==> src/rtl/slxfp_pkg.sv <==
// ----------------------------------------------------------------------------
// slxfp_pkg
// Shared types and constants of the sync/length/XOR frame parser.
// ----------------------------------------------------------------------------
`default_nettype none

package slxfp_pkg;

	localparam int unsigned MAX_POSITION_DEF = 32;
	localparam int unsigned FRONT_OVERHEAD   = 3;
	localparam int unsigned BYTE_W           = 8;
	localparam int unsigned LEN_CMP_W        = 9;
	localparam logic [BYTE_W-1:0] SYNC_RESET = 8'd164;

	localparam logic KIND_PAYLOAD = 1'b0;
	localparam logic KIND_END     = 1'b1;

	typedef enum logic [1:0] {
		ST_OK        = 2'd0,
		ST_CSUM_FAIL = 2'd1,
		ST_SIZE      = 2'd2
	} frame_status_t;

	typedef struct packed {
		logic              item_kind;
		logic [BYTE_W-1:0] payload_index;
		logic [BYTE_W-1:0] payload_value;
		frame_status_t     frame_status;
		logic [BYTE_W-1:0] frame_length;
		logic [BYTE_W-1:0] message_id;
		logic              last_of_frame;
	} result_t;

endpackage

`default_nettype wire

==> src/rtl/slxfp_if.sv <==
// ----------------------------------------------------------------------------
// slxfp_if
// Valid/ready channels of the frame parser: received bytes, results, config.
// ----------------------------------------------------------------------------
`default_nettype none

interface slxfp_in_if;
	logic       valid;
	logic       ready;
	logic [7:0] rx_byte;

	modport source (output valid, output rx_byte, input ready);
	modport sink   (input valid, input rx_byte, output ready);
endinterface

interface slxfp_out_if;
	logic       valid;
	logic       ready;
	logic       item_kind;
	logic [7:0] payload_index;
	logic [7:0] payload_value;
	logic [1:0] frame_status;
	logic [7:0] frame_length;
	logic [7:0] message_id;
	logic       last_of_frame;

	modport source (
		output valid, output item_kind, output payload_index, output payload_value,
		output frame_status, output frame_length, output message_id,
		output last_of_frame, input ready
	);
	modport sink (
		input valid, input item_kind, input payload_index, input payload_value,
		input frame_status, input frame_length, input message_id,
		input last_of_frame, output ready
	);
endinterface

interface slxfp_cfg_if;
	logic       valid;
	logic       ready;
	logic [7:0] sync_value;

	modport source (output valid, output sync_value, input ready);
	modport sink   (input valid, input sync_value, output ready);
endinterface

`default_nettype wire

==> src/rtl/sync_length_xor_frame_parser_top.sv <==
// ----------------------------------------------------------------------------
// sync_length_xor_frame_parser_top
// Byte-stream deframer: sync, length, message id, payload, XOR checksum.
// ----------------------------------------------------------------------------
//  channel | dir | payload                                    | request when
//  rx      | in  | rx_byte                                    | valid & ready
//  result  | out | kind, index, value, status, length, id, last | valid & ready
//  cfg     | in  | sync_value                                 | valid & ready
//
//  One byte per cycle while no stalled result holds it: a byte is held in
//  the input register, parsed by the core and its result loaded into the
//  output register.
//  A stalled result only blocks a byte that would produce another result.
//  Reset restores sync_value 164 and clears the frame state.
// ----------------------------------------------------------------------------
`default_nettype none

module sync_length_xor_frame_parser_top #(
	parameter int unsigned MAX_POSITION = slxfp_pkg::MAX_POSITION_DEF
) (
	input  wire logic     clk,
	input  wire logic     arst_n,
	slxfp_in_if.sink      rx,
	slxfp_out_if.source   result,
	slxfp_cfg_if.sink     cfg
);
	import slxfp_pkg::*;

	logic [BYTE_W-1:0] sync_q;
	logic              byte_valid_s1;
	logic [BYTE_W-1:0] byte_s1;
	logic              out_valid_q;
	result_t           out_q;
	logic              core_res_valid;
	result_t           core_res;
	logic              advance;
	logic              load;

	assign cfg.ready = 1'b1;

	always_ff @(posedge clk or negedge arst_n) begin
		if (!arst_n) begin
			sync_q <= SYNC_RESET;
		end else if (cfg.valid) begin
			sync_q <= cfg.sync_value;
		end
	end

	assign advance  = byte_valid_s1 && (!core_res_valid || !out_valid_q || result.ready);
	assign load     = advance && core_res_valid;
	assign rx.ready = !byte_valid_s1 || advance;

	always_ff @(posedge clk or negedge arst_n) begin
		if (!arst_n) begin
			byte_valid_s1 <= 1'b0;
		end else if (rx.ready) begin
			byte_valid_s1 <= rx.valid;
		end
	end

	always_ff @(posedge clk) begin
		if (rx.ready && rx.valid) begin
			byte_s1 <= rx.rx_byte;
		end
	end

	slxfp_core #(
		.MAX_POSITION (MAX_POSITION)
	) u_core (
		.clk        (clk),
		.arst_n     (arst_n),
		.step       (advance),
		.rx_byte    (byte_s1),
		.sync_value (sync_q),
		.res_valid  (core_res_valid),
		.res        (core_res)
	);

	always_ff @(posedge clk or negedge arst_n) begin
		if (!arst_n) begin
			out_valid_q <= 1'b0;
		end else if (load) begin
			out_valid_q <= 1'b1;
		end else if (result.ready) begin
			out_valid_q <= 1'b0;
		end
	end

	always_ff @(posedge clk) begin
		if (load) begin
			out_q <= core_res;
		end
	end

	assign result.valid         = out_valid_q;
	assign result.item_kind     = out_q.item_kind;
	assign result.payload_index = out_q.payload_index;
	assign result.payload_value = out_q.payload_value;
	assign result.frame_status  = out_q.frame_status;
	assign result.frame_length  = out_q.frame_length;
	assign result.message_id    = out_q.message_id;
	assign result.last_of_frame = out_q.last_of_frame;

endmodule

`default_nettype wire

==> src/rtl/slxfp_core.sv <==
// ----------------------------------------------------------------------------
// slxfp_core
// Frame state (position, running XOR, length, message id) and the per-byte
// parse step that yields at most one result.
// ----------------------------------------------------------------------------
`default_nettype none

module slxfp_core #(
	parameter int unsigned MAX_POSITION = slxfp_pkg::MAX_POSITION_DEF
) (
	input  wire logic                 clk,
	input  wire logic                 arst_n,
	input  wire logic                 step,
	input  wire logic [7:0]           rx_byte,
	input  wire logic [7:0]           sync_value,
	output logic                      res_valid,
	output slxfp_pkg::result_t        res
);
	import slxfp_pkg::*;

	localparam int unsigned POS_W = $clog2(MAX_POSITION + 2);
	localparam logic [POS_W-1:0] POS_LIMIT = POS_W'(MAX_POSITION);
	localparam logic [POS_W-1:0] POS_HEAD  = POS_W'(FRONT_OVERHEAD);

	logic [POS_W-1:0]  pos_q, pos_d;
	logic [BYTE_W-1:0] xor_q, xor_d;
	logic [BYTE_W-1:0] len_q, len_d;
	logic [BYTE_W-1:0] id_q, id_d;
	logic [BYTE_W-1:0] xor_next;
	logic              at_end;

	assign xor_next = xor_q ^ rx_byte;
	assign at_end   = (LEN_CMP_W'(pos_q) == (LEN_CMP_W'(len_q) + LEN_CMP_W'(FRONT_OVERHEAD)));

	always_comb begin
		pos_d     = pos_q;
		xor_d     = xor_next;
		len_d     = len_q;
		id_d      = id_q;
		res_valid = 1'b0;
		res       = '{
			item_kind:     KIND_PAYLOAD,
			payload_index: '0,
			payload_value: rx_byte,
			frame_status:  ST_OK,
			frame_length:  len_q,
			message_id:    id_q,
			last_of_frame: 1'b0
		};
		priority if (pos_q == '0) begin
			xor_d = xor_q;
			if (rx_byte == sync_value) begin
				xor_d = rx_byte;
				pos_d = POS_W'(1);
			end
		end else if (pos_q == POS_W'(1)) begin
			len_d = rx_byte;
			pos_d = POS_W'(2);
		end else if (pos_q == POS_W'(2)) begin
			id_d  = rx_byte;
			pos_d = POS_HEAD;
		end else if (pos_q > POS_LIMIT) begin
			res_valid         = 1'b1;
			res.item_kind     = KIND_END;
			res.last_of_frame = 1'b1;
			res.frame_status  = ST_SIZE;
			pos_d             = '0;
			xor_d             = '0;
		end else if (at_end) begin
			res_valid         = 1'b1;
			res.item_kind     = KIND_END;
			res.last_of_frame = 1'b1;
			res.frame_status  = (xor_next == '0) ? ST_OK : ST_CSUM_FAIL;
			pos_d             = '0;
			xor_d             = '0;
		end else begin
			res_valid         = 1'b1;
			res.payload_index = BYTE_W'(pos_q - POS_HEAD);
			pos_d             = pos_q + POS_W'(1);
		end
	end

	always_ff @(posedge clk or negedge arst_n) begin
		if (!arst_n) begin
			pos_q <= '0;
			xor_q <= '0;
			len_q <= '0;
			id_q  <= '0;
		end else if (step) begin
			pos_q <= pos_d;
			xor_q <= xor_d;
			len_q <= len_d;
			id_q  <= id_d;
		end
	end

endmodule

`default_nettype wire

==> src/flat_wrapper.sv <==
// flat-port wrapper written by rule: the top's interface ports become plain ports
module sync_length_xor_frame_parser_top_flat import slxfp_pkg::*;
#(
	parameter int unsigned MAX_POSITION = slxfp_pkg::MAX_POSITION_DEF
)
  (clk, arst_n, rx_valid, rx_rx_byte, rx_ready, result_valid, result_item_kind, result_payload_index, result_payload_value, result_frame_status, result_frame_length, result_message_id, result_last_of_frame, result_ready, cfg_valid, cfg_sync_value, cfg_ready);
  slxfp_in_if rx_i ();
  slxfp_out_if result_i ();
  slxfp_cfg_if cfg_i ();
  input  wire logic clk;
  input  wire logic arst_n;
  input wire logic [$bits(rx_i.valid)-1:0] rx_valid;
  input wire logic [$bits(rx_i.rx_byte)-1:0] rx_rx_byte;
  output wire logic [$bits(rx_i.ready)-1:0] rx_ready;
  output wire logic [$bits(result_i.valid)-1:0] result_valid;
  output wire logic [$bits(result_i.item_kind)-1:0] result_item_kind;
  output wire logic [$bits(result_i.payload_index)-1:0] result_payload_index;
  output wire logic [$bits(result_i.payload_value)-1:0] result_payload_value;
  output wire logic [$bits(result_i.frame_status)-1:0] result_frame_status;
  output wire logic [$bits(result_i.frame_length)-1:0] result_frame_length;
  output wire logic [$bits(result_i.message_id)-1:0] result_message_id;
  output wire logic [$bits(result_i.last_of_frame)-1:0] result_last_of_frame;
  input wire logic [$bits(result_i.ready)-1:0] result_ready;
  input wire logic [$bits(cfg_i.valid)-1:0] cfg_valid;
  input wire logic [$bits(cfg_i.sync_value)-1:0] cfg_sync_value;
  output wire logic [$bits(cfg_i.ready)-1:0] cfg_ready;
  assign rx_i.valid = rx_valid;
  assign rx_i.rx_byte = rx_rx_byte;
  assign rx_ready = rx_i.ready;
  assign result_valid = result_i.valid;
  assign result_item_kind = result_i.item_kind;
  assign result_payload_index = result_i.payload_index;
  assign result_payload_value = result_i.payload_value;
  assign result_frame_status = result_i.frame_status;
  assign result_frame_length = result_i.frame_length;
  assign result_message_id = result_i.message_id;
  assign result_last_of_frame = result_i.last_of_frame;
  assign result_i.ready = result_ready;
  assign cfg_i.valid = cfg_valid;
  assign cfg_i.sync_value = cfg_sync_value;
  assign cfg_ready = cfg_i.ready;
  sync_length_xor_frame_parser_top #(.MAX_POSITION(MAX_POSITION)) u_core (.clk(clk), .arst_n(arst_n), .rx(rx_i), .result(result_i), .cfg(cfg_i));
endmodule
==> config.mk <==
export PLATFORM = sky130hd
export DESIGN_NAME = sync_length_xor_frame_parser_top_flat
export DESIGN_NICKNAME = d
export VERILOG_FILES = /design/src/rtl/slxfp_pkg.sv /design/src/rtl/slxfp_if.sv /design/src/rtl/sync_length_xor_frame_parser_top.sv /design/src/rtl/slxfp_core.sv /design/src/flat_wrapper.sv
export SDC_FILE = /design/constraint.sdc
export NUM_CORES = 1
export LEC_CHECK = 0
export BUFFER_PORTS_ARGS = -buffer_cell sky130_fd_sc_hd__buf_2
export CELL_PAD_IN_SITES_DETAIL_PLACEMENT = 1
export CELL_PAD_IN_SITES_GLOBAL_PLACEMENT = 1
export CORE_ASPECT_RATIO = 0.7
export CORE_MARGIN = 2
export CORE_UTILIZATION = 43
export CTS_BUF_LIST = sky130_fd_sc_hd__clkbuf_8 sky130_fd_sc_hd__clkbuf_16
export DETAILED_ROUTE_END_ITERATION = 8
export PLACE_DENSITY_LB_ADDON = 0.1
export SLEW_MARGIN = 20
export SYNTH_ARGS = -nofsm -noshare
export SYNTH_HDL_FRONTEND = slang
export SYNTH_SLANG_ARGS = --single-unit
==> constraint.sdc <==
create_clock -name clk -period 7.95 [get_ports clk]
set_input_delay 0 -clock clk [delete_from_list [all_inputs] [get_ports clk]]
set_output_delay 0 -clock clk [all_outputs]
set_load 0.02 [all_outputs]
==> results.sh <==
export IMPL_wirelength_mm=9.17
export IMPL_drt_initial_drc_count=164
export IMPL_leakagePower_uw=0.00186
export IMPL_worstPathCellList="inv_1 > ha_1 > nor3_1 > nor2_8 > nor2_4"
export IMPL_ctsLongestPathBuffers=2
export IMPL_synth_edf_count=42
export IMPL_cp_slowest_cell="nor2_4"
export IMPL_nets=393
export IMPL_fmax_mhz=349
export IMPL_cts_sinks=82
export IMPL_final_cells=492
export IMPL_synth_top_flop_cell="edfxtp_1"
export IMPL_pwr_share_comb=0.408
export IMPL_layout_commonest_cell="buf_2"
export IMPL_rr_worst_depth=5
export IMPL_critPathMaxFanout=34
export IMPL_synthesis_area_sq_um=3790
export IMPL_netlist_instances=298
export IMPL_cap_violations=0
export IMPL_synth_cell_type_count=51
export IMPL_cts_made_buffers=9
export IMPL_ys_seq_area_frac=0.597
export IMPL_p_int_uw=1230
export IMPL_dieHeight_um=82.6
export IMPL_placed_cells=457
export IMPL_crit_path_start_kind="flip-flop"
export IMPL_num_vias=2623
export IMPL_dp_hpwl_mm=6.00
export IMPL_design_core_area_sq_um=8510
export IMPL_p_sw_uw=799
export IMPL_syn_to_final_growth_pct=21.6
export IMPL_start_util=0.445
export IMPL_powerDensity_nw_per_um2=440
export IMPL_worstPathArrival_ps=2820
export IMPL_cp_slowest_stage_delay_ps=860
export IMPL_cp_end_kind="flip-flop"
export IMPL_period_share=0.361
export IMPL_skew_ps=6.01
export IMPL_die_area_sq_um=9600
export IMPL_rows=28
export IMPL_tns_ps=0
export IMPL_hold_viol_final=0
export IMPL_reg2reg_from="u_core.u_core.pos_q[0]$_DFFE_PN0P_"
export IMPL_synthArstFlopShare=0.488
export IMPL_r2r_end="u_core.result.frame_length[6]$_DFFE_PP_"
export IMPL_fillers=889
export IMPL_grt_pass1_wl_mm=14.1
export IMPL_dr_pass1_iters=4
export IMPL_slew_headroom=0.276
export IMPL_vias_per_cell=5.33
export IMPL_min_period_ps=2870
export IMPL_wire_per_inst_um=18.6
export IMPL_hold_path_class="in -> reg"
export IMPL_min_path_cells=2
export IMPL_grt_pass1_vias=2609
export IMPL_cts_root_buf="clkbuf_16"
export IMPL_boundaryPins=60
export IMPL_grtUsageTotal=0.204
export IMPL_drv_slew=0
export IMPL_syn_nets=324
export IMPL_ant_nets=0
export IMPL_avgSynthCellArea_sq_um=12.7
export IMPL_setup_viol=0
export IMPL_critPathLaunch="u_core.u_core.pos_q[0]$_DFFE_PN0P_"
export IMPL_grt_start_max_net_pins=41
export IMPL_cp_required_ps=7910
export IMPL_rsz0062_at_grt="false"
export IMPL_clk_pin_slew_ps=60
export IMPL_io_buffers=58
export IMPL_path_class="reg -> reg"
export IMPL_outcome="completed"
export IMPL_ctsResizeCount=0
export IMPL_drive_above_1_share=0.309
export IMPL_antenna_found_initial=0
export IMPL_endpoint="u_core.result.frame_length[6]$_DFFE_PP_"
export IMPL_clkLatencyLatePin_ps=340
export IMPL_grt_overflow=0
export IMPL_clockPowerShare=0.199
export IMPL_vdd_drop_max_mv=0.183
export IMPL_htree_levels=3
export IMPL_p_sw_frac=0.393
export IMPL_layout_common_cells="buf_2 (58), edfxtp_1 (42), dfrtp_1 (37)"
export IMPL_diodes=0
export IMPL_p_seq_frac=0.393
export IMPL_route_detailed_drc=0
export IMPL_gp_congestion=0.760
export IMPL_tightestPinTransition_ps=1080
export IMPL_ff2ff_setup_slack_ps=5080
export IMPL_ys_ff_latch=82
export IMPL_yosys_warnings=0
export IMPL_tritoncts="done"
export IMPL_die_w_um=116
-- synthesized netlist by cell type, types with 2 or more instances --
| cell type | instances | share of area |
|---|---|---|
| o21ai_0 | 5 | 0.0066 |
| nand3_1 | 4 | 0.0053 |
| o32a_1 | 3 | 0.0079 |
| nor2_1 | 24 | 0.024 |
| mux2_2 | 24 | 0.071 |
| ha_1 | 5 | 0.016 |
| and3_1 | 3 | 0.0049 |
| a21oi_1 | 19 | 0.025 |
| dfstp_2 | 3 | 0.021 |
| xor2_1 | 10 | 0.023 |
| buf_4 | 3 | 0.0059 |
| nand4_1 | 2 | 0.0033 |
| clkbuf_1 | 6 | 0.0059 |
| a31o_2 | 2 | 0.0046 |
| buf_6 | 2 | 0.0059 |
| dfrtp_1 | 37 | 0.24 |
| nor3b_1 | 10 | 0.020 |
| a22o_1 | 3 | 0.0069 |
| edfxtp_1 | 42 | 0.33 |
| inv_1 | 7 | 0.0069 |
| nor2b_1 | 7 | 0.012 |
| nand2b_1 | 8 | 0.013 |
| a211o_1 | 2 | 0.0046 |
| or2_2 | 3 | 0.0049 |
| nor4_1 | 2 | 0.0033 |
| xnor2_1 | 10 | 0.023 |
| buf_2 | 9 | 0.012 |
| and2_1 | 3 | 0.0049 |
| nor3_1 | 6 | 0.0079 |
| nand2_1 | 5 | 0.0049 |
| o22ai_1 | 9 | 0.015 |
-- worst min-delay path by stage --
stage	slack [ps]	start	endpoint
final	60	cfg_valid	u_core.sync_q[1]$_DFFE_PN0P_
after global routing	80	cfg_valid	u_core.sync_q[3]$_DFFE_PN0P_
after CTS	50	cfg_valid	u_core.sync_q[1]$_DFFE_PN0P_
after detailed placement	180	rx_rx_byte[4]	u_core.byte_s1[4]$_DFFE_PP_
after global placement	180	rx_rx_byte[0]	u_core.byte_s1[0]$_DFFE_PP_
after floorplan	-300	arst_n	u_core.byte_valid_s1$_DFFE_PN0N_
-- layer usage --
metal / track usage / routed length (um) / part of all wire / vias up
li1: - / - / - / 1221
met1: 0.296 / 4350 / 0.47 / 1320
met2: 0.303 / 4200 / 0.46 / 72
met3: 0.0518 / 539 / 0.059 / 10
met4: 0.0571 / 81 / 0.0088 / 0
met5: 0 / 0 / 0 / -
-- power by group through the flow --
stage	combinational, uW	clock, uW	sequential, uW
after global placement	797	0	796
after CTS	838	413	800
after global routing	909	432	821
after floorplan	520	0	872
after detailed placement	824	0	803
final	830	404	798
-- timing repair --
action                    CTS  global route
hold endpoints to repair   55             0
hold buffers               19             0
setup buffers               0             0
-- registers in the layout, summed over array words and instances, names as in the netlist, 6 cells and up --
signal,cells
u_core.byte_s1,8
u_core.result.frame_length,8
u_core.u_core.pos_q,6
u_core.result.payload_index,7
u_core.sync_q,8
u_core.result.payload_value,8
u_core.result.message_id,8
u_core.u_core.len_q,8
u_core.u_core.id_q,8
u_core.u_core.xor_q,8
-- worst max-delay path: cells and delay by family (launching register included) --
kind,cells,cell delay [ps]
fa+ha+maj,1,280
buf+inv,1,170
flops,1,550
simple gates,3,1480
-- layout make-up --
cell class              count  area (sq um)  area share
flip-flops and latches     82          2270       0.491
repair buffers             78           488       0.106
well taps                 120           150      0.0325
multi-input cells         189          1400       0.302
clock buffers               9           225      0.0488
inverters                   7          26.3     0.00570
clock inverters             7          62.6      0.0136
-- cells by family after synthesis --
family	share of synthesized area
AND/OR/NAND/NOR	0.132
flip-flops	0.597
AO/OA/AOI/OAI	0.0930
buffers and inverters	0.0366
multiplexers	0.0772
XOR/XNOR	0.0462
adder cells (fa/ha/maj)	0.0165
other	0.000989
-- per-stage QoR --
| stage | hold slack, ps | worst slack [ps] | power, uW | area (sq um) | utilization |
|---|---|---|---|---|---|
| finish | 61.2 | 5080 | 2030 | 4610 | 0.542 |
| detailed placement | 178 | 5070 | 1630 | 4140 | 0.486 |
| floorplan | -296 | 4720 | 1390 | 3790 | - |
| CTS | 50.4 | 5040 | 2050 | 4610 | 0.542 |
| global route | 81.4 | 4880 | 2160 | 4610 | 0.542 |
| global placement | 178 | 5170 | 1590 | 4140 | 0.486 |
Power figures use the tool's default switching activity.
